--- src/rtl/icc_pkg.sv ---
`default_nettype none
// ----------------------------------------------------------------------------
// icc_pkg
// Shared widths, register and theme codes, and constant tables of the
// iteration count colormap.
// ----------------------------------------------------------------------------
package icc_pkg;

  localparam int CNT_W     = 24;
  localparam int X_W       = 25;
  localparam int K_W       = 5;
  localparam int MANT_BITS = 30;
  localparam int M_W       = 31;
  localparam int LV_W      = 8;
  localparam int CH_W      = 8;
  localparam int THEME_W   = 3;
  localparam int CFG_IDX_W = 1;
  localparam int CFG_W     = 24;
  localparam int RAMP_W    = 18;
  localparam int GSEG_W    = 4;

  localparam logic [CFG_IDX_W-1:0] REG_MAX_ITER = 1'd0;
  localparam logic [CFG_IDX_W-1:0] REG_THEME    = 1'd1;

  localparam logic [THEME_W-1:0] TH_CLASSIC  = 3'd0;
  localparam logic [THEME_W-1:0] TH_FIRE     = 3'd1;
  localparam logic [THEME_W-1:0] TH_ICE      = 3'd2;
  localparam logic [THEME_W-1:0] TH_RAINBOW  = 3'd3;
  localparam logic [THEME_W-1:0] TH_GRADIENT = 3'd4;
  localparam logic [THEME_W-1:0] TH_GRAY     = 3'd5;

  localparam logic [23:0] RECIP_255 = 24'd263173;

  typedef struct packed {
    logic           in_range;
    logic [X_W-1:0] xn;
  } item_t;

  // Exact floor(x / 255) for any x below 2^18.
  function automatic logic [10:0] div255(input logic [RAMP_W-1:0] x);
    logic [41:0] p;
    p = {24'd0, x} * {18'd0, RECIP_255};
    return p[36:26];
  endfunction

  function automatic logic [CH_W-1:0] sat8(input logic [10:0] v);
    return (v > 11'd255) ? 8'd255 : v[7:0];
  endfunction

  // x - c, floored at zero.
  function automatic logic [RAMP_W-1:0] sub_clip(input logic [RAMP_W-1:0] x,
                                                 input logic [RAMP_W-1:0] c);
    return (x > c) ? (x - c) : '0;
  endfunction

  function automatic logic [8:0] grad_pos(input logic [GSEG_W-1:0] i);
    case (i)
      4'd0:    return 9'd0;
      4'd1:    return 9'd4;
      4'd2:    return 9'd8;
      4'd3:    return 9'd16;
      4'd4:    return 9'd32;
      4'd5:    return 9'd64;
      4'd6:    return 9'd96;
      4'd7:    return 9'd128;
      4'd8:    return 9'd160;
      4'd9:    return 9'd192;
      4'd10:   return 9'd224;
      default: return 9'd256;
    endcase
  endfunction

  // log2 of the width of the segment that starts at stop i.
  function automatic logic [2:0] grad_sh(input logic [GSEG_W-1:0] i);
    case (i)
      4'd0, 4'd1: return 3'd2;
      4'd2:       return 3'd3;
      4'd3:       return 3'd4;
      default:    return 3'd5;
    endcase
  endfunction

  function automatic logic [23:0] grad_rgb(input logic [GSEG_W-1:0] i);
    case (i)
      4'd0:    return {8'd0,   8'd0,   8'd0};
      4'd1:    return {8'd0,   8'd0,   8'd51};
      4'd2:    return {8'd0,   8'd0,   8'd102};
      4'd3:    return {8'd0,   8'd0,   8'd204};
      4'd4:    return {8'd0,   8'd102, 8'd255};
      4'd5:    return {8'd0,   8'd204, 8'd255};
      4'd6:    return {8'd0,   8'd255, 8'd204};
      4'd7:    return {8'd204, 8'd255, 8'd0};
      4'd8:    return {8'd255, 8'd204, 8'd0};
      4'd9:    return {8'd255, 8'd102, 8'd0};
      4'd10:   return {8'd255, 8'd51,  8'd0};
      default: return {8'd204, 8'd0,   8'd0};
    endcase
  endfunction

endpackage
`default_nettype wire

--- src/rtl/icc_div.sv ---
`default_nettype none
// ----------------------------------------------------------------------------
// icc_div
// Pipelined restoring divider: level = floor(255 * num / den), one quotient
// bit per stage. A zero denominator gives level 0.
// ----------------------------------------------------------------------------
module icc_div #(
  parameter int NUM_W = 21
) (
  input  wire logic                      clk,
  input  wire logic                      en,
  input  wire logic [NUM_W-1:0]          num,
  input  wire logic [NUM_W-1:0]          den,
  output logic [icc_pkg::LV_W-1:0]       level
);

  localparam int W  = NUM_W + icc_pkg::LV_W;
  localparam int QB = icc_pkg::LV_W;

  logic [W-1:0]     rem [QB+1];
  logic [NUM_W-1:0] dd  [QB+1];
  logic [QB-1:0]    q   [QB+1];
  logic             z   [QB+1];

  always_ff @(posedge clk) begin
    if (en) begin
      rem[0] <= (W'(num) << QB) - W'(num);
      dd[0]  <= den;
      q[0]   <= '0;
      z[0]   <= (den == '0);
    end
  end

  for (genvar s = 0; s < QB; s++) begin : g_stage
    logic [W-1:0] cand;
    logic         tk;
    assign cand = W'(dd[s]) << (QB - 1 - s);
    assign tk   = !z[s] && (rem[s] >= cand);
    always_ff @(posedge clk) begin
      if (en) begin
        rem[s+1] <= tk ? rem[s] - cand : rem[s];
        dd[s+1]  <= dd[s];
        z[s+1]   <= z[s];
        q[s+1]   <= q[s] | (QB'(tk) << (QB - 1 - s));
      end
    end
  end

  assign level = q[QB];

endmodule
`default_nettype wire

--- config.mk ---
export PLATFORM = sky130hd
export DESIGN_NAME = icc_div
export DESIGN_NICKNAME = d
export VERILOG_FILES = /design/src/rtl/icc_pkg.sv /design/src/rtl/icc_div.sv
export SDC_FILE = /design/constraint.sdc
export NUM_CORES = 1
export LEC_CHECK = 0
export BUFFER_PORTS_ARGS = -buffer_cell sky130_fd_sc_hd__buf_2
export CAP_MARGIN = 20
export CORE_MARGIN = 2
export CORE_UTILIZATION = 61
export DETAILED_ROUTE_END_ITERATION = 8
export PLACE_DENSITY = 0.78
export SKIP_LAST_GASP = 1
export SYNTH_ARGS = -nofsm -noshare
export SYNTH_HDL_FRONTEND = slang
export SYNTH_SLANG_ARGS = --single-unit
--- constraint.sdc ---
create_clock -name clk -period 5.4 [get_ports clk]
set_clock_uncertainty 0.2 [all_clocks]
set_input_delay 0.81 -clock clk [delete_from_list [all_inputs] [get_ports clk]]
set_output_delay 0.81 -clock clk [all_outputs]
set_load 0.005 [all_outputs]
==> impl_metrics.json <==
{
  "synth.distinct_cells": 69,
  "synth_cells": 2186,
  "pin_count": 52,
  "vias": 16512,
  "ant_nets": 0,
  "grt_pass1_vias": 16470,
  "min_period_ns": 4.16,
  "cp.arrival_ns": 4.28,
  "layout-drive-gt1-share_pct": 8.63,
  "place.gp.congestion": 0.970,
  "core_um2": 39900,
  "ir_worst_vdd_mv": 0.270,
  "h-tree-depth": 2,
  "critical_path_class": "reg -> reg",
  "viasPerCell": 5.86,
  "port_buffers": 51,
  "cts_made_buffers": 46,
  "final-setup-viol-count": 0,
  "rsz0062_at_grt": "no",
  "hp-class": "reg -> reg",
  "cts-resized-gates": 0,
  "drv_slew": 0,
  "die_x_um": 206,
  "grt_start_max_net_pins": 132,
  "cp.required_ns": 5.52,
  "async_reset_ff_share_pct": 0,
  "nets": 2492,
  "multiInputGateArea_um2": 10500,
  "r2r-end": "rem[0][205]$_DFFE_PP_",
  "hold_violations": 0,
  "cpMostUsedCell": "inv_1",
  "worst_pin_slew_ns": 0.979,
  "drt-initial-drc-count": 819,
  "post_synth.cell_area_avg_um2": 11.3,
  "cap_violations": 0,
  "rows": 73,
  "pre_cts_ws_ns": 1.27,
  "cts_setup_buffers": 0,
  "grt_antenna_before_repair": 0,
  "r2r-start": "rem[0][175]$_DFFE_PP_",
  "first_pass_iters": 8,
  "wire_per_inst_um": 17.5,
  "crit_chain": "inv_1 -> ha_1 -> inv_1 -> fa_1 -> a211oi_1 -> nor2_1 -> o31ai_1 -> a221o_1 -> o21ai_0 -> a41oi_2 -> buf_4 -> mux2_2",
  "fmaxAchievable_ghz": 0.240,
  "cts.sinks": 444,
  "ys.flop_type": "edfxtp_1",
  "ff_latch_area_um2": 13300,
  "tritoncts": "built",
  "n_fill_cell": 2844,
  "leakage_nw": 11.0,
  "cts_buffer_depth": 3,
  "root_buffer": "clkbuf_16",
  "fin_hold_ws_ns": 0.215,
  "finalCritPeriodShare_pct": 77.1,
  "crit_path_start_kind": "flip-flop",
  "slowest_stage": "a41oi_2",
  "synth_seq_cells": 444,
  "rr_worst_depth": 12,
  "initial_core_util_pct": 62.1,
  "syn_nets": 2419,
  "grt_pass1_wl_um": 79700,
  "setup.worst_path.end": "rem[0][205]$_DFFE_PP_",
  "status": "completed",
  "synth_edf_count": 444,
  "powerDensity_nw_per_um2": 387,
  "drc": 0,
  "rrSetupSlack_ns": 1.24,
  "slew_headroom_pct": 34.7,
  "setup.worst_path.start": "rem[0][175]$_DFFE_PP_",
  "worst_slack_ns": 1.24,
  "max_stage_delay_ns": 0.62,
  "crit_fanout": 31,
  "diodes": 0,
  "dieArea_um2": 42300,
  "groute.usage.overall_pct": 23.9,
  "overflow": 0,
  "yosysSeqAreaShare_pct": 53.8,
  "die_y_um": 206,
  "dp_hpwl_um": 37200,
  "crit_path_end_kind": "flip-flop",
  "clkSlewWorstSetupHoldPaths_ns": 0.06,
  "final.setup.tns_ns": 0,
  "routed_wl_um": 49300,
  "power_mw": 10.5,
  "clock_latency_ns": 0.57,
  "cts-hold-fix-buffers": 0,
  "yosysWarnings": 0,
  "syn_to_final_growth_pct": 9.41,
  "synth_area_um2": 24800
}
==> cell families after synthesis <==
family          Yosys count  synth area share, %
flops                   444                 53.8
buf+inv                 260                 3.96
simple gates            536                 10.7
mux                      49                 2.21
compound gates          536                 13.6
xor+xnor                172                 6.07
fa+ha+maj               189                 9.75
==> worst max-delay path, delay by kind of cell, from the launching register on <==
family | cells | cell delay [ns]
DFF | 1 | 0.38
and+or+nand+nor | 1 | 0.11
AOI/OAI and AO/OA | 5 | 1.74
adders and majority gates | 2 | 0.57
muxes | 1 | 0.37
buffers and inverters | 3 | 0.52
==> metrics by stage <==
stage	instances	util, %	area [µm²]
after floorplan	2186	-	24800
after global placement	2736	64.5	25700
after detailed placement	2736	64.5	25700
after global routing	2818	68.0	27100
final	2818	68.0	27100
after CTS	2818	68.0	27100
==> cell usage after synthesis, types with 10 or more instances <==
library cell | n | share of area (%)
a211oi_1 | 19 | 0.58
a21o_1 | 64 | 1.9
a21oi_1 | 150 | 3.0
a31oi_1 | 18 | 0.45
and3_1 | 16 | 0.40
clkbuf_1 | 30 | 0.45
edfxtp_1 | 444 | 54
ha_1 | 182 | 9.2
inv_1 | 224 | 3.4
mux2_2 | 46 | 2.1
nand2_1 | 158 | 2.4
nand2b_1 | 22 | 0.55
nand3_1 | 40 | 0.81
nand4_1 | 21 | 0.53
nor2_1 | 118 | 1.8
nor2b_1 | 31 | 0.78
nor3_1 | 37 | 0.75
nor4_1 | 27 | 0.68
o211ai_1 | 15 | 0.45
o21a_1 | 27 | 0.82
o21ai_0 | 148 | 3.0
o21bai_1 | 18 | 0.54
o31ai_1 | 12 | 0.36
or2_2 | 11 | 0.28
or3_1 | 10 | 0.25
xnor2_1 | 103 | 3.6
xor2_1 | 69 | 2.4
==> worst min-delay path by stage <==
stage,from,end,slack [ns],cells after the start
finish,q[6][5]$_DFFE_PP_,q[7][5]$_DFFE_PP_,0.22,0
global route,den[10],dd[0][10]$_DFFE_PP_,0.20,1
CTS,den[10],dd[0][10]$_DFFE_PP_,0.19,1
detailed placement,q[5][5]$_DFFE_PP_,q[6][5]$_DFFE_PP_,0.20,0
global placement,q[6][6]$_DFFE_PP_,q[7][6]$_DFFE_PP_,0.20,0
floorplan,q[1][7]$_DFFE_PP_,q[2][7]$_DFFE_PP_,0.20,0
==> sequential cells by signal, indices dropped and copies added (netlist names) <==
name / count
z: 8
q: 36
rem: 232
dd: 168
==> per-layer routing <==
metal  share of wire [%]  up-vias  track usage (%)
met4                 5.3        0             13.5
met2                  54      421             46.2
met1                  37     7756             24.8
met3                 3.5      146             3.01
met5                   0        -                0
li1                    -     8189                -
==> cell type report <==
cell class | count | share of cell area (%)
multi-input cells | 1482 | 38.8
repair buffers | 61 | 1.39
clock buffers | 56 | 4.46
clock inverters | 26 | 0.738
inverters | 224 | 3.10
well taps | 525 | 2.42
flip-flops and latches | 444 | 49.1
==> placed cells by master, fill, tap and decap left out, types with 16 or more instances in the layout <==
cell,n
xor2_1,69
clkbuf_16,47
buf_2,50
o21a_1,27
and3_1,16
o21ai_0,148
inv_1,224
mux2_2,46
xnor2_1,103
nor2b_1,31
a21oi_1,150
ha_1,182
a211oi_1,19
nand3_1,40
a21o_1,64
nand2b_1,22
nand2_1,158
edfxtp_1,444
nand4_1,21
nor3_1,37
o21bai_1,17
nor2_1,118
nor4_1,27
a31oi_1,16
==> report_power, final <==
group	internal (mW)	leakage, nW	switching, mW
sequential	4.38	4.35	0.266
clock	1.73	0.700	1.24
combinational	1.26	5.91	1.64
total	7.36	11.0	3.15
No activity file was read; power rests on OpenSTA's default activity.
