**src/rtl/icc_pkg.sv**
```systemverilog
`default_nettype none
// ----------------------------------------------------------------------------
// icc_pkg
// Shared widths, register and theme codes, and constant tables of the
// iteration count colormap.
// ----------------------------------------------------------------------------
package icc_pkg;

  localparam int CNT_W     = 24;
  localparam int X_W       = 25;
  localparam int K_W       = 5;
  localparam int MANT_BITS = 30;
  localparam int M_W       = 31;
  localparam int LV_W      = 8;
  localparam int CH_W      = 8;
  localparam int THEME_W   = 3;
  localparam int CFG_IDX_W = 1;
  localparam int CFG_W     = 24;
  localparam int RAMP_W    = 18;
  localparam int GSEG_W    = 4;

  localparam logic [CFG_IDX_W-1:0] REG_MAX_ITER = 1'd0;
  localparam logic [CFG_IDX_W-1:0] REG_THEME    = 1'd1;

  localparam logic [THEME_W-1:0] TH_CLASSIC  = 3'd0;
  localparam logic [THEME_W-1:0] TH_FIRE     = 3'd1;
  localparam logic [THEME_W-1:0] TH_ICE      = 3'd2;
  localparam logic [THEME_W-1:0] TH_RAINBOW  = 3'd3;
  localparam logic [THEME_W-1:0] TH_GRADIENT = 3'd4;
  localparam logic [THEME_W-1:0] TH_GRAY     = 3'd5;

  localparam logic [23:0] RECIP_255 = 24'd263173;

  typedef struct packed {
    logic           in_range;
    logic [X_W-1:0] xn;
  } item_t;

  // Exact floor(x / 255) for any x below 2^18.
  function automatic logic [10:0] div255(input logic [RAMP_W-1:0] x);
    logic [41:0] p;
    p = {24'd0, x} * {18'd0, RECIP_255};
    return p[36:26];
  endfunction

  function automatic logic [CH_W-1:0] sat8(input logic [10:0] v);
    return (v > 11'd255) ? 8'd255 : v[7:0];
  endfunction

  // x - c, floored at zero.
  function automatic logic [RAMP_W-1:0] sub_clip(input logic [RAMP_W-1:0] x,
                                                 input logic [RAMP_W-1:0] c);
    return (x > c) ? (x - c) : '0;
  endfunction

  function automatic logic [8:0] grad_pos(input logic [GSEG_W-1:0] i);
    case (i)
      4'd0:    return 9'd0;
      4'd1:    return 9'd4;
      4'd2:    return 9'd8;
      4'd3:    return 9'd16;
      4'd4:    return 9'd32;
      4'd5:    return 9'd64;
      4'd6:    return 9'd96;
      4'd7:    return 9'd128;
      4'd8:    return 9'd160;
      4'd9:    return 9'd192;
      4'd10:   return 9'd224;
      default: return 9'd256;
    endcase
  endfunction

  // log2 of the width of the segment that starts at stop i.
  function automatic logic [2:0] grad_sh(input logic [GSEG_W-1:0] i);
    case (i)
      4'd0, 4'd1: return 3'd2;
      4'd2:       return 3'd3;
      4'd3:       return 3'd4;
      default:    return 3'd5;
    endcase
  endfunction

  function automatic logic [23:0] grad_rgb(input logic [GSEG_W-1:0] i);
    case (i)
      4'd0:    return {8'd0,   8'd0,   8'd0};
      4'd1:    return {8'd0,   8'd0,   8'd51};
      4'd2:    return {8'd0,   8'd0,   8'd102};
      4'd3:    return {8'd0,   8'd0,   8'd204};
      4'd4:    return {8'd0,   8'd102, 8'd255};
      4'd5:    return {8'd0,   8'd204, 8'd255};
      4'd6:    return {8'd0,   8'd255, 8'd204};
      4'd7:    return {8'd204, 8'd255, 8'd0};
      4'd8:    return {8'd255, 8'd204, 8'd0};
      4'd9:    return {8'd255, 8'd102, 8'd0};
      4'd10:   return {8'd255, 8'd51,  8'd0};
      default: return {8'd204, 8'd0,   8'd0};
    endcase
  endfunction

endpackage
`default_nettype wire

```
**src/rtl/icc_theme.sv**
```systemverilog
`default_nettype none
// ----------------------------------------------------------------------------
// icc_theme
// Three-stage theme mapper from level to red, green and blue.
// ----------------------------------------------------------------------------
module icc_theme (
  input  wire logic                          clk,
  input  wire logic                          en,
  input  wire logic [icc_pkg::LV_W-1:0]      lv,
  input  wire logic [icc_pkg::THEME_W-1:0]   theme,
  output logic [icc_pkg::LV_W-1:0]           level,
  output logic [icc_pkg::CH_W-1:0]           red,
  output logic [icc_pkg::CH_W-1:0]           green,
  output logic [icc_pkg::CH_W-1:0]           blue
);

  localparam int RW = icc_pkg::RAMP_W;

  // Stage 1 results.
  logic [icc_pkg::LV_W-1:0]    lv1;
  logic [icc_pkg::THEME_W-1:0] th1;
  logic [RW-1:0]               nr1, ng1, nb1;
  logic [2:0]                  sec1;
  logic [7:0]                  rem1;
  logic [icc_pkg::GSEG_W-1:0]  seg1;
  logic                        last1;
  logic [15:0]                 gx1;

  // Stage 2 results.
  logic [icc_pkg::LV_W-1:0]    lv2;
  logic [icc_pkg::THEME_W-1:0] th2;
  logic [7:0]                  rr2, rg2, rb2;
  logic [2:0]                  sec2;
  logic [15:0]                 pt2, pq2;
  logic [icc_pkg::GSEG_W-1:0]  seg2;
  logic                        last2;
  logic [7:0]                  t82;

  // Stage 1 logic.
  logic [RW-1:0]              l18;
  logic [RW-1:0]              cr, cg, cb;
  logic [10:0]                six;
  logic [2:0]                 sraw;
  logic [15:0]                pos;
  logic [icc_pkg::GSEG_W-1:0] seg_c;
  logic [16:0]                base;
  logic [15:0]                diff;
  logic [23:0]                gxw;

  always_comb begin
    l18 = RW'(lv);
    case (theme)
      icc_pkg::TH_FIRE: begin
        cr = l18 << 9;
        cg = icc_pkg::sub_clip(l18 << 9, RW'(65280));
        cb = icc_pkg::sub_clip(l18 << 10, RW'(195840));
      end
      icc_pkg::TH_ICE: begin
        cb = l18 << 9;
        cg = icc_pkg::sub_clip(l18 << 9, RW'(65280));
        cr = icc_pkg::sub_clip(l18 << 10, RW'(195840));
      end
      default: begin
        cr = l18 * RW'(400);
        cg = icc_pkg::sub_clip(l18 * RW'(640), RW'(97920));
        cb = l18 * RW'(600);
      end
    endcase

    six  = 11'(lv) * 11'd6;
    sraw = '0;
    for (int k = 1; k < 7; k++) begin
      if (six >= 11'(255 * k)) sraw = 3'(k);
    end

    pos   = {lv, 8'd0};
    seg_c = '0;
    for (int j = 1; j < 11; j++) begin
      if (17'(pos) >= 17'(icc_pkg::grad_pos(icc_pkg::GSEG_W'(j))) * 17'd255) begin
        seg_c = icc_pkg::GSEG_W'(j);
      end
    end
    base = 17'(icc_pkg::grad_pos(seg_c)) * 17'd255;
    diff = 16'(17'(pos) - base);
    gxw  = {diff, 8'd0} >> icc_pkg::grad_sh(seg_c);
  end

  always_ff @(posedge clk) begin
    if (en) begin
      lv1   <= lv;
      th1   <= theme;
      nr1   <= cr;
      ng1   <= cg;
      nb1   <= cb;
      sec1  <= (sraw == 3'd6) ? 3'd0 : sraw;
      rem1  <= 8'(six - 11'(sraw) * 11'd255);
      seg1  <= seg_c;
      last1 <= (lv == 8'd255);
      gx1   <= gxw[15:0];
    end
  end

  // Stage 2: divisions by 255 of the ramps and the gradient position, and the rainbow products.
  always_ff @(posedge clk) begin
    if (en) begin
      lv2   <= lv1;
      th2   <= th1;
      rr2   <= icc_pkg::sat8(icc_pkg::div255(nr1));
      rg2   <= icc_pkg::sat8(icc_pkg::div255(ng1));
      rb2   <= icc_pkg::sat8(icc_pkg::div255(nb1));
      sec2  <= sec1;
      pt2   <= 16'(lv1) * 16'(rem1);
      pq2   <= 16'(lv1) * 16'(8'd255 - rem1);
      seg2  <= seg1;
      last2 <= last1;
      t82   <= icc_pkg::sat8(icc_pkg::div255(RW'(gx1)));
    end
  end

  // Stage 3: rainbow sector select, gradient interpolation, theme select.
  logic [7:0]  rt, rq;
  logic [7:0]  hr, hg, hb;
  logic [23:0] c0, c1, gc;
  logic [7:0]  gr, gg, gb;
  logic [7:0]  o_r, o_g, o_b;

  function automatic logic [7:0] lerp(input logic [7:0] a, input logic [7:0] b,
                                      input logic [7:0] t);
    logic signed [19:0] v;
    v = $signed({4'd0, a, 8'd0})
        + $signed({12'd0, t}) * ($signed({12'd0, b}) - $signed({12'd0, a}));
    return v[15:8];
  endfunction

  always_comb begin
    rt = icc_pkg::sat8(icc_pkg::div255(RW'(pt2)));
    rq = icc_pkg::sat8(icc_pkg::div255(RW'(pq2)));
    case (sec2)
      3'd0:    begin hr = lv2; hg = rt;  hb = '0;  end
      3'd1:    begin hr = rq;  hg = lv2; hb = '0;  end
      3'd2:    begin hr = '0;  hg = lv2; hb = rt;  end
      3'd3:    begin hr = '0;  hg = rq;  hb = lv2; end
      3'd4:    begin hr = rt;  hg = '0;  hb = lv2; end
      default: begin hr = lv2; hg = '0;  hb = rq;  end
    endcase

    c0 = icc_pkg::grad_rgb(seg2);
    c1 = icc_pkg::grad_rgb(seg2 + icc_pkg::GSEG_W'(1));
    gc = icc_pkg::grad_rgb(icc_pkg::GSEG_W'(11));
    if (last2) begin
      gr = gc[23:16];
      gg = gc[15:8];
      gb = gc[7:0];
    end else begin
      gr = lerp(c0[23:16], c1[23:16], t82);
      gg = lerp(c0[15:8],  c1[15:8],  t82);
      gb = lerp(c0[7:0],   c1[7:0],   t82);
    end

    case (th2)
      icc_pkg::TH_RAINBOW:  begin o_r = hr; o_g = hg; o_b = hb; end
      icc_pkg::TH_GRADIENT: begin o_r = gr; o_g = gg; o_b = gb; end
      icc_pkg::TH_GRAY:     begin o_r = '0; o_g = '0; o_b = '0; end
      default:              begin o_r = rr2; o_g = rg2; o_b = rb2; end
    endcase
  end

  always_ff @(posedge clk) begin
    if (en) begin
      level <= lv2;
      red   <= o_r;
      green <= o_g;
      blue  <= o_b;
    end
  end

endmodule
`default_nettype wire

```
**config.mk**
```make
export PLATFORM = sky130hd
export DESIGN_NAME = icc_theme
export DESIGN_NICKNAME = d
export VERILOG_FILES = /design/src/rtl/icc_pkg.sv /design/src/rtl/icc_theme.sv
export SDC_FILE = /design/constraint.sdc
export NUM_CORES = 2
export LEC_CHECK = 0
export ABC_AREA = 0
export ABC_CLOCK_PERIOD_IN_PS = 14100
export BUFFER_PORTS_ARGS = -buffer_cell sky130_fd_sc_hd__buf_4
export CORE_UTILIZATION = 60
export CTS_CLUSTER_SIZE = 8
export DETAILED_ROUTE_END_ITERATION = 10
export PLACE_DENSITY = 0.87
export SYNTH_ARGS = -nofsm -noshare
export SYNTH_HDL_FRONTEND = slang
export SYNTH_SLANG_ARGS = --single-unit
export TNS_END_PERCENT = 50
```
**constraint.sdc**
```tcl
create_clock -name clk -period 14.1 [get_ports clk]
set_input_delay 2.82 -clock clk [delete_from_list [all_inputs] [get_ports clk]]
set_output_delay 2.82 -clock clk [all_outputs]
set_load 0.02 [all_outputs]
```
==> qor.txt <==
pin count of the biggest net entering global routing: 84
gr ovfl total: 0
endpoint class of the critical path: flip-flop
Max-Cap Viols: 0
TritonCTS Buffers: 30
Cell variety after synth: 87
number of flops mapped to enable cells by yosys: 194
Tot GR Track Use: 27.84%
fmax: 0.1088 GHz
PostCTS Resize Cnt: 0
period utilization: 65.21%
Slew @ Worst Pin: 1213 ps
Worst slew margin: 19.12%
Post-Synthesis Cells: 3,585
Worst-path clk slew: 50 ps
Rows: 87
clock root cell: clkbuf_16
io pins: 45
Vias: 26,070
Setup Viol. Count Final: 0
RSZ-0062 raised after global routing: no
Worst R2R Setup Slack: 5500 ps
Final min period: 9195 ps
gp weighted congestion: 0.9695
Post-CTS Hold Fix Bufs: 0
drt first pass iters: 7
clk_lat worst skew: 600 ps
die width: 241.5 um
crit-path max FO: 22
YS warnings: 0
Starting DRT DRC Count: 2,091
P&R area growth vs syn: 5.913%
average cell area after synthesis: 9.603 sq um
Post-synth ARST share: 0%
Worst Skew: 58.91 ps
HP Class: reg2reg
metal3 WL: 6583 um
Core Region: 0.05650 sq mm
met2 wire len: 37,940 um
setup TNS: 0 ps
first-pass GRT wire length: 132,600 um
Antenna Nets Post-Route: 0
CP Class: in2reg
crit start category: input pin
H-tree levels: 1
Seq/Total Area, Yosys: 17.50%
DRC viols: 0
fin area: 0.03646 sq mm
DP HPWL: 63,310 um
Hold Slack: 419.5 ps
layout cells sized above 1: 3.885%
clock tree buffer depth: 3
met1 wire length: 32,960 um
Worst EP arrival: 9660 ps
Cell Area, Placed: 0.03556 sq mm
port bufs: 44
vias per cell: 5.945
# Post-CTS Setup Buffers: 0
CTS tree: built
number of nets in the layout: 4,729
DIE HEIGHT: 241.5 um
initial antenna violation count: 2
syn nets: 4,709
vias in the first global route: 27,020
Initial Util: 60.94%
max-slew violation count: 0
DR top layer: met5
predominant post-synthesis flop cell: edfxtp_1
Worst EP required: 14,570 ps
Synth Cell Area: 0.03443 sq mm
routed len/inst: 18.30 um
Clock Sinks: 204
WL final: 80,260 um
Final Hold Fails: 0
status: completed
die area: 0.05834 sq mm
Synth Register Bits: 204
flip-flops by register name, summed over array words and instances, names as in the netlist, 10 cells and up:
signal and count:
c0 10, gx1 13, nb1 14, ng1 11, nr1 14, pq2 16
pt2 16
Yosys cell counts, drive strengths merged, types with 21 or more instances:
library cell	number	area, sq um
fa	315	6306
a21oi	117	585.6
nor3	41	205.2
and3	21	136.4
edfxtp	194	5826
o21a	22	165.2
a21o	31	232.7
nand3	49	245.2
nor2	150	563.0
nand4	22	137.6
o21ai	122	614.3
inv	652	2447
a22oi	29	217.7
ha	796	9960
nand2	214	803.3
and2	136	850.8
o211ai	21	157.7
xnor2	109	954.7
o21bai	27	202.7
xor2	32	280.3
a31oi	22	137.6
nor2b	69	431.7
clkbuf	72	270.3
nand2b	75	469.2
kinds of logic after synthesis:
group	after synthesis	share of synthesized area, %
AOI/OAI and AO/OA	553	10.82
xor gates and xnor gates	141	3.587
adders and majority gates	1112	47.28
buffers and inverters	726	7.938
DFF	204	17.50
muxes	15	0.4507
and+or+nand+nor	834	12.42
routing by layer:
layer | vias up | track usage, %
met5 | - | 0
met1 | 12610 | 36.17
met2 | 1063 | 47.05
li1 | 12180 | -
met4 | 2 | 9.816
met3 | 217 | 4.284
cell usage in the layout (no fill, tap or decap), types with 30 or more instances in the layout:
| master | synthesis | routed |
|---|---|---|
| ha_1 | 796 | 796 |
| inv_1 | 652 | 652 |
| fa_1 | 315 | 315 |
| nand2_1 | 214 | 214 |
| edfxtp_1 | 194 | 194 |
| nor2_1 | 150 | 150 |
| and2_1 | 135 | 135 |
| o21ai_0 | 117 | 117 |
| a21oi_1 | 117 | 117 |
| xnor2_1 | 109 | 109 |
| nand2b_1 | 75 | 75 |
| nor2b_1 | 69 | 69 |
| buf_4 | 0 | 59 |
| nand3_1 | 49 | 49 |
| nor3_1 | 41 | 40 |
| xor2_1 | 32 | 32 |
| a21o_1 | 31 | 31 |
| clkbuf_16 | 0 | 30 |
worst paths after layout:
path / from / to / cells after the start
setup / recovery: lv[5] / gx1[15]$_DFFE_PP_ / 25
hold / removal: sec1[0]$_SDFFCE_PN0P_ / sec2[0]$_DFFE_PP_ / 0
hold reg to reg: sec1[0]$_SDFFCE_PN0P_ / sec2[0]$_DFFE_PP_ / 0
setup reg to reg: seg2[1]$_DFFE_PP_ / blue[7]$_DFFE_PP_ / 29
worst max-delay path, cell delays in order:
cell,delay [ps]
buf_4,280
inv_1,260
ha_1,260
nand3_1,90
a21oi_1,70
nor3b_1,240
a21oi_1,60
o21ai_0,390
inv_1,180
ha_1,290
nand2_1,420
inv_1,280
fa_1,610
fa_1,470
fa_1,520
fa_1,550
inv_1,40
ha_1,220
or2_2,310
o31a_1,280
or4b_4,500
nand4_1,100
a21bo_1,220
nand2_1,60
and3_1,140
area by class of cell:
type	count	area, sq um
Antenna cell	1	2.502
Clock buffer	53	847.1
Clock inverter	3	50.05
Fill cell	4196	20030
Inverter	653	2451
Multi-Input combinational cell	2655	25680
Sequential cell	204	6026
Tap cell	756	945.9
Timing Repair Buffer	61	461.7
through the flow:
| stage | setup slack [ps] | cells | utilization (%) |
|---|---|---|---|
| 6_report | 4905 | 4386 | 64.54 |
| 5_1_grt | 4424 | 4385 | 64.53 |
| 4_1_cts | 4959 | 4384 | 64.53 |
| 3_5_place_dp | 4326 | 4328 | 62.94 |
| 3_3_place_gp | 4522 | 4328 | 62.94 |
| 2_1_floorplan | 5467 | 3585 | - |
Power is left out: the tool's default activity adds up to more than one toggle a clock period on the data nets, which glitch-free logic cannot reach.
