File: config.mk
export PLATFORM = sky130hd
export DESIGN_NAME = icc_front
export DESIGN_NICKNAME = d
export VERILOG_FILES = /design/src/rtl/icc_pkg.sv /design/src/rtl/icc_front.sv
export SDC_FILE = /design/constraint.sdc
export NUM_CORES = 1
export LEC_CHECK = 0
export BUFFER_PORTS_ARGS = -buffer_cell sky130_fd_sc_hd__buf_4
export CORE_ASPECT_RATIO = 1.25
export CORE_UTILIZATION = 45
export CTS_CLUSTER_DIAMETER = 150
export CTS_CLUSTER_SIZE = 14
export DETAILED_ROUTE_END_ITERATION = 7
export PLACE_DENSITY_LB_ADDON = 0.08
export SLEW_MARGIN = 15
export SYNTH_ARGS = -nofsm -noshare
export SYNTH_HDL_FRONTEND = slang
export SYNTH_SLANG_ARGS = --single-unit
File: constraint.sdc
create_clock -name clk -period 6 [get_ports clk]
set_clock_uncertainty 0.05 [all_clocks]
set_input_delay 1.2 -clock clk [delete_from_list [all_inputs] [get_ports clk]]
set_output_delay 1.2 -clock clk [all_outputs]
set_load 0.02 [all_outputs]
File: src/rtl/icc_pkg.sv
`default_nettype none
// ----------------------------------------------------------------------------
// icc_pkg
// Shared widths, register and theme codes, and constant tables of the
// iteration count colormap.
// ----------------------------------------------------------------------------
package icc_pkg;

  localparam int CNT_W     = 24;
  localparam int X_W       = 25;
  localparam int K_W       = 5;
  localparam int MANT_BITS = 30;
  localparam int M_W       = 31;
  localparam int LV_W      = 8;
  localparam int CH_W      = 8;
  localparam int THEME_W   = 3;
  localparam int CFG_IDX_W = 1;
  localparam int CFG_W     = 24;
  localparam int RAMP_W    = 18;
  localparam int GSEG_W    = 4;

  localparam logic [CFG_IDX_W-1:0] REG_MAX_ITER = 1'd0;
  localparam logic [CFG_IDX_W-1:0] REG_THEME    = 1'd1;

  localparam logic [THEME_W-1:0] TH_CLASSIC  = 3'd0;
  localparam logic [THEME_W-1:0] TH_FIRE     = 3'd1;
  localparam logic [THEME_W-1:0] TH_ICE      = 3'd2;
  localparam logic [THEME_W-1:0] TH_RAINBOW  = 3'd3;
  localparam logic [THEME_W-1:0] TH_GRADIENT = 3'd4;
  localparam logic [THEME_W-1:0] TH_GRAY     = 3'd5;

  localparam logic [23:0] RECIP_255 = 24'd263173;

  typedef struct packed {
    logic           in_range;
    logic [X_W-1:0] xn;
  } item_t;

  // Exact floor(x / 255) for any x below 2^18.
  function automatic logic [10:0] div255(input logic [RAMP_W-1:0] x);
    logic [41:0] p;
    p = {24'd0, x} * {18'd0, RECIP_255};
    return p[36:26];
  endfunction

  function automatic logic [CH_W-1:0] sat8(input logic [10:0] v);
    return (v > 11'd255) ? 8'd255 : v[7:0];
  endfunction

  // x - c, floored at zero.
  function automatic logic [RAMP_W-1:0] sub_clip(input logic [RAMP_W-1:0] x,
                                                 input logic [RAMP_W-1:0] c);
    return (x > c) ? (x - c) : '0;
  endfunction

  function automatic logic [8:0] grad_pos(input logic [GSEG_W-1:0] i);
    case (i)
      4'd0:    return 9'd0;
      4'd1:    return 9'd4;
      4'd2:    return 9'd8;
      4'd3:    return 9'd16;
      4'd4:    return 9'd32;
      4'd5:    return 9'd64;
      4'd6:    return 9'd96;
      4'd7:    return 9'd128;
      4'd8:    return 9'd160;
      4'd9:    return 9'd192;
      4'd10:   return 9'd224;
      default: return 9'd256;
    endcase
  endfunction

  // log2 of the width of the segment that starts at stop i.
  function automatic logic [2:0] grad_sh(input logic [GSEG_W-1:0] i);
    case (i)
      4'd0, 4'd1: return 3'd2;
      4'd2:       return 3'd3;
      4'd3:       return 3'd4;
      default:    return 3'd5;
    endcase
  endfunction

  function automatic logic [23:0] grad_rgb(input logic [GSEG_W-1:0] i);
    case (i)
      4'd0:    return {8'd0,   8'd0,   8'd0};
      4'd1:    return {8'd0,   8'd0,   8'd51};
      4'd2:    return {8'd0,   8'd0,   8'd102};
      4'd3:    return {8'd0,   8'd0,   8'd204};
      4'd4:    return {8'd0,   8'd102, 8'd255};
      4'd5:    return {8'd0,   8'd204, 8'd255};
      4'd6:    return {8'd0,   8'd255, 8'd204};
      4'd7:    return {8'd204, 8'd255, 8'd0};
      4'd8:    return {8'd255, 8'd204, 8'd0};
      4'd9:    return {8'd255, 8'd102, 8'd0};
      4'd10:   return {8'd255, 8'd51,  8'd0};
      default: return {8'd204, 8'd0,   8'd0};
    endcase
  endfunction

endpackage
`default_nettype wire

File: src/rtl/icc_front.sv
`default_nettype none
// ----------------------------------------------------------------------------
// icc_front
// Input side: classifies each count against the limit and holds it in a
// short queue until the back pipeline takes it.
// ----------------------------------------------------------------------------
module icc_front #(
  parameter int DEPTH = 4
) (
  input  wire logic                        clk,
  input  wire logic                        rst,
  input  wire logic                        push,
  output logic                             full,
  input  wire logic [icc_pkg::CNT_W-1:0]   iteration_count,
  input  wire logic [icc_pkg::CNT_W-1:0]   max_iterations,
  input  wire logic                        take,
  output logic                             item_valid,
  output icc_pkg::item_t                   item
);

  localparam int PTR_W = (DEPTH > 1) ? $clog2(DEPTH) : 1;
  localparam int CNT_QW = $clog2(DEPTH + 1);

  icc_pkg::item_t     mem [DEPTH];
  logic [PTR_W-1:0]   wptr;
  logic [PTR_W-1:0]   rptr;
  logic [CNT_QW-1:0]  count;
  logic               wr;
  logic               rd;

  assign full       = (count == CNT_QW'(DEPTH));
  assign item_valid = (count != '0);
  assign item       = mem[rptr];
  assign wr         = push && !full;
  assign rd         = take && item_valid;

  always_ff @(posedge clk) begin
    if (wr) begin
      mem[wptr].in_range <= (iteration_count < max_iterations);
      mem[wptr].xn       <= {1'b0, iteration_count} + icc_pkg::X_W'(1);
    end
  end

  always_ff @(posedge clk) begin
    if (rst) begin
      wptr  <= '0;
      rptr  <= '0;
      count <= '0;
    end else begin
      if (wr) begin
        wptr <= (wptr == PTR_W'(DEPTH - 1)) ? '0 : wptr + PTR_W'(1);
      end
      if (rd) begin
        rptr <= (rptr == PTR_W'(DEPTH - 1)) ? '0 : rptr + PTR_W'(1);
      end
      if (wr && !rd) begin
        count <= count + CNT_QW'(1);
      end else if (rd && !wr) begin
        count <= count - CNT_QW'(1);
      end
    end
  end

endmodule
`default_nettype wire

==> summary.md, run 1 <==
| Metric | Value |
|---|---|
| Status | finished, violations left |
| Failing checks | DRC |
| Die X | 98.00 um |
| Final hold vios | 0 |
| Vias | 3017 |
| Clock transition at path regs | 50 ps |
| 1st-pass router iterations | 6 |
| Tmin final | 3479 ps |
| Post-synth EDFFs | 104 |
| Hold Path Class | flop to flop |
| Final Util | 0.5920 |
| Top cells by area, synth | edfxtp_1 60%, mux4_2 11%, ha_1 7.2%, dfxtp_1 3.5%, xnor2_1 3.2% |
| Syn Area/Cell | 16.10 um^2 |
| Dpl ws | 2824 ps |
| Pin count of the biggest net entering global routing | 27 |
| Syn_nets | 405 |
| Post-synth top area share | 0.6025 |
| Clock sink count | 113 |
| Die height | 122.0 um |
| TritonCTS clock tree | built |
| Wirelength per Cell | 18.62 um |
| Lkg Pwr | 2.523 nW |
| ANT cells | 0 |
| Library cells used by synthesis | 38 |
| Critical path class | flop to primary output |
| Clock insertion delay at the later pin of the skew report | 410 ps |
| First-pass GRT wire length | 16430 um |
| Register area share after synthesis | 0.6372 |
| Post-route design area | 6593 um^2 |
| Initial core utilization | 0.4655 |
| Gpl congestion | 0.7383 |
| Setup TNS | 0 ps |
| Dpl cell area | 5943 um^2 |
| Initial DRC count | 176 |
| Post-CTS Hold Buffers | 0 |
| Grt ovf | 0 |
| Routed WL | 10520 um |
| Final WS setup | 2521 ps |
| Worst VDD drop | 0.2591 mV |
| RSZ-0062 raised after global routing | no |
| Crit start category | flop |
| IO Count | 80 |
| Layout cell share with drive strength beyond 1 | 0.3372 |
| Syn-to-layout area delta | 27.18% |
| Post-cts sizing count | 0 |
| Worst Path Arrival | 2230 ps |
| Slew Limit Fails | 0 |
| Synth Instances | 322 |
| CORE AREA | 11140 um^2 |
| # Post-CTS Setup Buffers | 0 |
| Die Footprint | 11950 um^2 |
| Final setup violation count | 0 |
| Synth Register Bits | 113 |
| Root Buffer | clkbuf_16 |
| FFs w/ async S/R, synth | 0 |
| Predominant post-synthesis flop cell | edfxtp_1 |
| Synth Cell Area | 5184 um^2 |
| Maximum root-to-sink buffer count | 2 |
| CP Max Fanout | 26 |
| DP HPWL | 6973 um |
| Row cnt | 43 |
| Vias in the first global route | 3134 |
| Nets | 500 |
| Worst slew pin tran | 996.3 ps |
| Leading area contributor after synthesis | edfxtp_1 |
| Vias/cell | 5.340 |
| Worst slew margin | 0.3358 |
| Crit end category | primary output |
| Antenna-violating nets left | 0 |
| Initial antenna violation count | 0 |
| Final worst path period share | 0.5799 |
| IO buf count | 79 |
| GRT Total Usage | 0.1917 |
| Required @ worst endpoint | 4750 ps |
| H-Tree Depth | 4 |
| DR DRC count | 11 |
| MaxCap Viol Count | 0 |
| Pwr dens | 410.5 nW/um^2 |
| TritonCTS buffer count | 17 |
| Fmax | 0.2874 GHz |
| Synth warnings | 0 |
Yosys cell counts (6+ instances only):
master,count
a21oi_1,12
and3_1,6
dfxtp_1,9
edfxtp_1,104
ha_1,30
inv_1,28
mux4_2,26
nand2_1,13
nand3_1,12
nand4_1,9
nor2_1,10
xnor2_1,19
per-layer routing:
layer,track usage,wire (um),vias to the layer above,share of wire
met5,0,0,-,0
met4,0.09186,205,0,0.019
met3,0.05450,514,19,0.049
met2,0.3244,5369,90,0.51
met1,0.2259,4432,1476,0.42
li1,-,-,1432,-
per-stage QoR:
| stage | power [mW] | instances | hold slack, ps |
|---|---|---|---|
| floorplan | 1.391 | 322 | 396.7 |
| global placement | 1.619 | 533 | 428.3 |
| detailed placement | 1.626 | 533 | 429.6 |
| CTS | 2.735 | 565 | 436.9 |
| global route | 2.813 | 565 | 477.1 |
| finish | 2.706 | 565 | 431.6 |
power breakdown:
part / switching [mW] / internal (mW) / total [mW]
logic: 0.295 / 0.284 / 0.580
clock network: 0.334 / 0.774 / 1.11
registers: 0.0619 / 0.958 / 1.02
area by class of cell:
type	count	area (um^2)
fillers	883	4544
inverters	28	105.1
clock buffers	20	436.7
well taps	135	168.9
repair buffers	84	630.6
multi-input cells	173	1734
clock inverters	12	212.7
flip-flops and latches	113	3304
worst paths after layout:
| kind | to | cells after the start | startpoint | slack [ps] |
|---|---|---|---|---|
| worst max-delay path | item[16] | 2 | flop | 2520 |
| worst min register to register | rptr[1] | 2 | rptr[1] | 430 |
| worst max register to register | count[2] | 8 | count[0] | 3660 |
| worst min-delay path | rptr[1] | 2 | rptr[1] | 430 |
layout by cell type (no fill, tap or decap), drive strengths merged, types with 6 or more instances in the layout:
cell type,synthesis,final
buf,6,84
mux4,26,26
a21oi,12,12
edfxtp,104,104
clkinv,0,6
ha,30,30
bufinv,0,6
and3,8,8
nand4,9,9
nand2,13,13
clkbuf,2,20
dfxtp,9,9
inv,28,28
nor2,11,11
xnor2,19,19
nand3,13,13
cell families (layout without fill, tap and decap cells):
family          count (synthesis)  count (layout)  share of synthesized area
xor+xnor                       24              24                    0.04055
fa+ha+maj                      31              31                    0.07627
simple gates                   67              67                    0.07410
flops                         113             113                     0.6372
compound gates                 22              22                    0.02486
buf+inv                        36             144                    0.02824
mux                            29              29                     0.1188
registers in the layout, summed over array words and instances (netlist names), named ones only:
signal	count
count	3
mem	104
wptr	2
rptr	2
critical path: stages, from the launching register on:
cell	delay, ps
dfxtp_2	980
mux4_2	640
buf_4	180
No activity file was read; power rests on OpenSTA's default activity.
==> run 2: changes to the inputs <==
==> constraint.sdc (replaced) <==
create_clock -name clk -period 2.9 [get_ports clk]
set_clock_uncertainty 0.05 [all_clocks]
set_input_delay 0.58 -clock clk [delete_from_list [all_inputs] [get_ports clk]]
set_output_delay 0.58 -clock clk [all_outputs]
set_load 0.02 [all_outputs]
==> run 2 against run 1 <==
  * The run still ends with DRC left
  * Die area did not move
  * Global-route usage down 0.13 points
  * Core utilization down 0.090 points
  * Total power up 100%
  * Final cell count increased by 0.88%
  * Sequential power increased by 100%
  * Routed wire length is 1.0% lower
  * Setup slack got worse by 2000 ps
  * Critical path depth rose by 1
  * Hold slack got worse by 75 ps
  * Critical path type unchanged
  * Highest routed layer unchanged
==> summary.md, run 2 (same netlist as run 1, synthesis figures left out) <==
| Metric | Value |
|---|---|
| Root Buffer | clkbuf_16 (unchanged) |
| R2R Path Start | count[1] (was count[0]) |
| Most frequent CP cell | buf_4 |
| R2R setup slack | 640 ps (was 3660 ps) |
| # Post-CTS Setup Buffers | 0 (unchanged) |
| Crit end category | primary output (unchanged) |
| Die Footprint | 11950 um^2 (unchanged) |
| Vias/cell | 5.375 (was 5.340) |
| Max reg flops | 104 (unchanged) |
| Clock insertion delay at the later pin of the skew report | 400 ps (was 410 ps) |
| Worst Path Arrival | 1770 ps (was 2230 ps) |
| Initial DRC count | 117 (was 176) |
| Status | finished, violations left (unchanged) |
| Critical path depth in cells | 3 (was 2) |
| IO buf count | 79 (unchanged) |
| Wirelength per Cell | 18.27 um (was 18.62 um) |
| Combinational power share | 0.238 (was 0.214) |
| GRT Total Usage | 0.1904 (was 0.1917) |
| Total power draw | 5.441 mW (was 2.706 mW) |
| Layout cell share with drive strength beyond 1 | 0.3471 (was 0.3372) |
| CP max stage delay | 570 ps (was 980 ps) |
| MaxCap Viol Count | 0 (unchanged) |
| Grt ovf | 0 (unchanged) |
| Final worst path period share | 0.8281 |
| Internal Pwr Total | 4.013 mW (was 2.016 mW) |
| Critical Path End | item[25] (was item[16]) |
| Failing checks | DRC (unchanged) |
| Critical path class | flop to primary output (unchanged) |
| DP HPWL | 7146 um (was 6973 um) |
| Nets | 505 (was 500) |
| Pin count of the biggest net entering global routing | 27 (unchanged) |
| Vias | 3064 (was 3017) |
| Lkg Pwr | 2.523 nW (about the same) |
| First-pass GRT wire length | 16480 um (was 16430 um) |
| Worst slew margin | 0.6187 (was 0.3358) |
| Worst path bufs/invs | 2 (was 1) |
| Sw Ratio | 0.2625 (was 0.2553) |
| Slowest cell on crit path | mux4_2 (was dfxtp_2) |
| Net Switching | 1.428 mW (was 0.6908 mW) |
| Pwr dens | 826.6 nW/um^2 (was 410.5 nW/um^2) |
| Commonest cells after routing, fill and taps aside | 104 x edfxtp_1, 89 x buf_4, 30 x ha_1 (was 104 x edfxtp_1, 84 x buf_4, 30 x ha_1) |
| Required @ worst endpoint | 2270 ps (was 4750 ps) |
| CP Max Fanout | 14 (was 26) |
| TritonCTS clock tree | built (unchanged) |
| Maximum root-to-sink buffer count | 2 (unchanged) |
| Die X | 98.00 um (unchanged) |
| DR DRC count | 11 (unchanged) |
| Biggest regs | mem x104, count x3 (unchanged) |
| Tmin final | 2402 ps |
| Clk pwr share | 0.387 (was 0.409) |
| Post-CTS Hold Buffers | 0 (unchanged) |
| CP cell instances | buf_4 > mux4_2 > buf_4 (was mux4_2 > buf_4) |
| TritonCTS buffer count | 17 (unchanged) |
| 1st-pass router iterations | 6 (unchanged) |
| Row cnt | 43 (unchanged) |
| Worst Reg2Reg Path Length in Cells | 8 (unchanged) |
| Sequential share of power | 0.375 (was 0.377) |
| Worst VDD drop | 0.5025 mV (was 0.2591 mV) |
| Initial antenna violation count | 0 (unchanged) |
| Final setup violation count | 0 (unchanged) |
| Setup TNS | 0 ps (unchanged) |
| Clock sink count | 113 (unchanged) |
| Die height | 122.0 um (unchanged) |
| Post-cts sizing count | 0 (unchanged) |
| RSZ-0062 raised after global routing | no (unchanged) |
| Leading cell type in the layout, fill and taps excluded | edfxtp_1 (unchanged) |
| ANT cells | 0 (unchanged) |
| Cell Count Post-Placement | 538 (was 533) |
| Vias in the first global route | 3176 (was 3134) |
| Dpl cell area | 5981 um^2 (was 5943 um^2) |
| CORE AREA | 11140 um^2 (unchanged) |
| Crit start category | flop (unchanged) |
| Antenna-violating nets left | 0 (unchanged) |
| Hold Path Class | input pin to flop (was flop to flop) |
| Gpl congestion | 0.7716 (was 0.7383) |
| Slew Limit Fails | 0 (unchanged) |
| Final Non-Filler Cells | 570 (was 565) |
| R2r endpoint | count[2] (unchanged) |
| Final Util | 0.5911 (was 0.5920) |
| Most flops, register | mem (unchanged) |
| Clock transition at path regs | 50 ps (about the same) |
| Routed WL | 10420 um (was 10520 um) |
| Worst slew pin tran | 568.5 ps (was 996.3 ps) |
| Crit-path leading delay family | multiplexers (was flip-flops) |
| Initial core utilization | 0.4655 (unchanged) |
| Fmax | 0.4164 GHz |
| Post-route design area | 6583 um^2 (was 6593 um^2) |
| Final hold vios | 0 (unchanged) |
| IO Count | 80 (unchanged) |
| Syn-to-layout area delta | 26.99% (was 27.18%) |
| H-Tree Depth | 4 (unchanged) |
[run 2: changes by cell type in the layout (fill, tap and decap cells not counted), sizes merged]
cell,change
clkinvlp,+2
bufinv,-2
buf,+5
[run 2: stage by stage]
step | worst slack, ps | hold WS [ps]
after floorplan | 636.8 | 396.7
after global placement | 342.7 | 422.8
after detailed placement | 256.3 | 418.0
after CTS | 449.5 | 340.1
after global routing | 406.2 | 352.7
final | 498.4 | 356.4
[run 2: how the worst min path moves through the flow]
| stage | slack, ps | startpoint | cells past startpoint | end |
|---|---|---|---|---|
| floorplan | 400 | rptr[1] | 2 | flop |
| CTS | 340 | rst | 2 | count[2] |
| global route | 350 | rst | 2 | count[2] |
| finish | 360 | rst | 2 | count[2] |
| global placement | 420 | rptr[1] | 2 | rptr[1] |
| detailed placement | 420 | rptr[1] | 2 | flop |
[run 2: area by class of cell]
class | count | area [um^2]
sequential | 113 | 3304
clock inverter | 12 | 165.2
multi-input combinational | 173 | 1734
fill | 881 | 4554
clock buffer | 20 | 436.7
timing repair buffer | 89 | 668.1
inverter | 28 | 105.1
tap | 135 | 168.9
[run 2: power by group through the flow]
| stage | Combinational, mW | Clock, mW | Sequential (mW) |
|---|---|---|---|
| finish | 1.30 | 2.10 | 2.04 |
| global route | 1.40 | 2.20 | 2.05 |
| CTS | 1.32 | 2.14 | 2.04 |
| detailed placement | 1.32 | 0 | 2.07 |
| global placement | 1.31 | 0 | 2.06 |
| floorplan | 0.827 | 0 | 2.05 |
[run 2: worst register-to-register path, stage by stage (launching register included)]
cell and delay, ps:
dfxtp_1 340, or3_1 420, nand2_1 160, ha_1 200
inv_1 60, fa_1 370, xor2_1 160, or3_1 300
a21oi_1 140
[run 2: metal layers]
| metal | vias up | track usage | routed length, um | part of all wire |
|---|---|---|---|---|
| met4 | 0 | 0.07386 | 126 | 0.012 |
| li1 | 1436 | - | - | - |
| met1 | 1548 | 0.2211 | 4404 | 0.42 |
| met3 | 10 | 0.05278 | 409 | 0.039 |
| met5 | - | 0 | 0 | 0 |
| met2 | 70 | 0.3349 | 5476 | 0.53 |
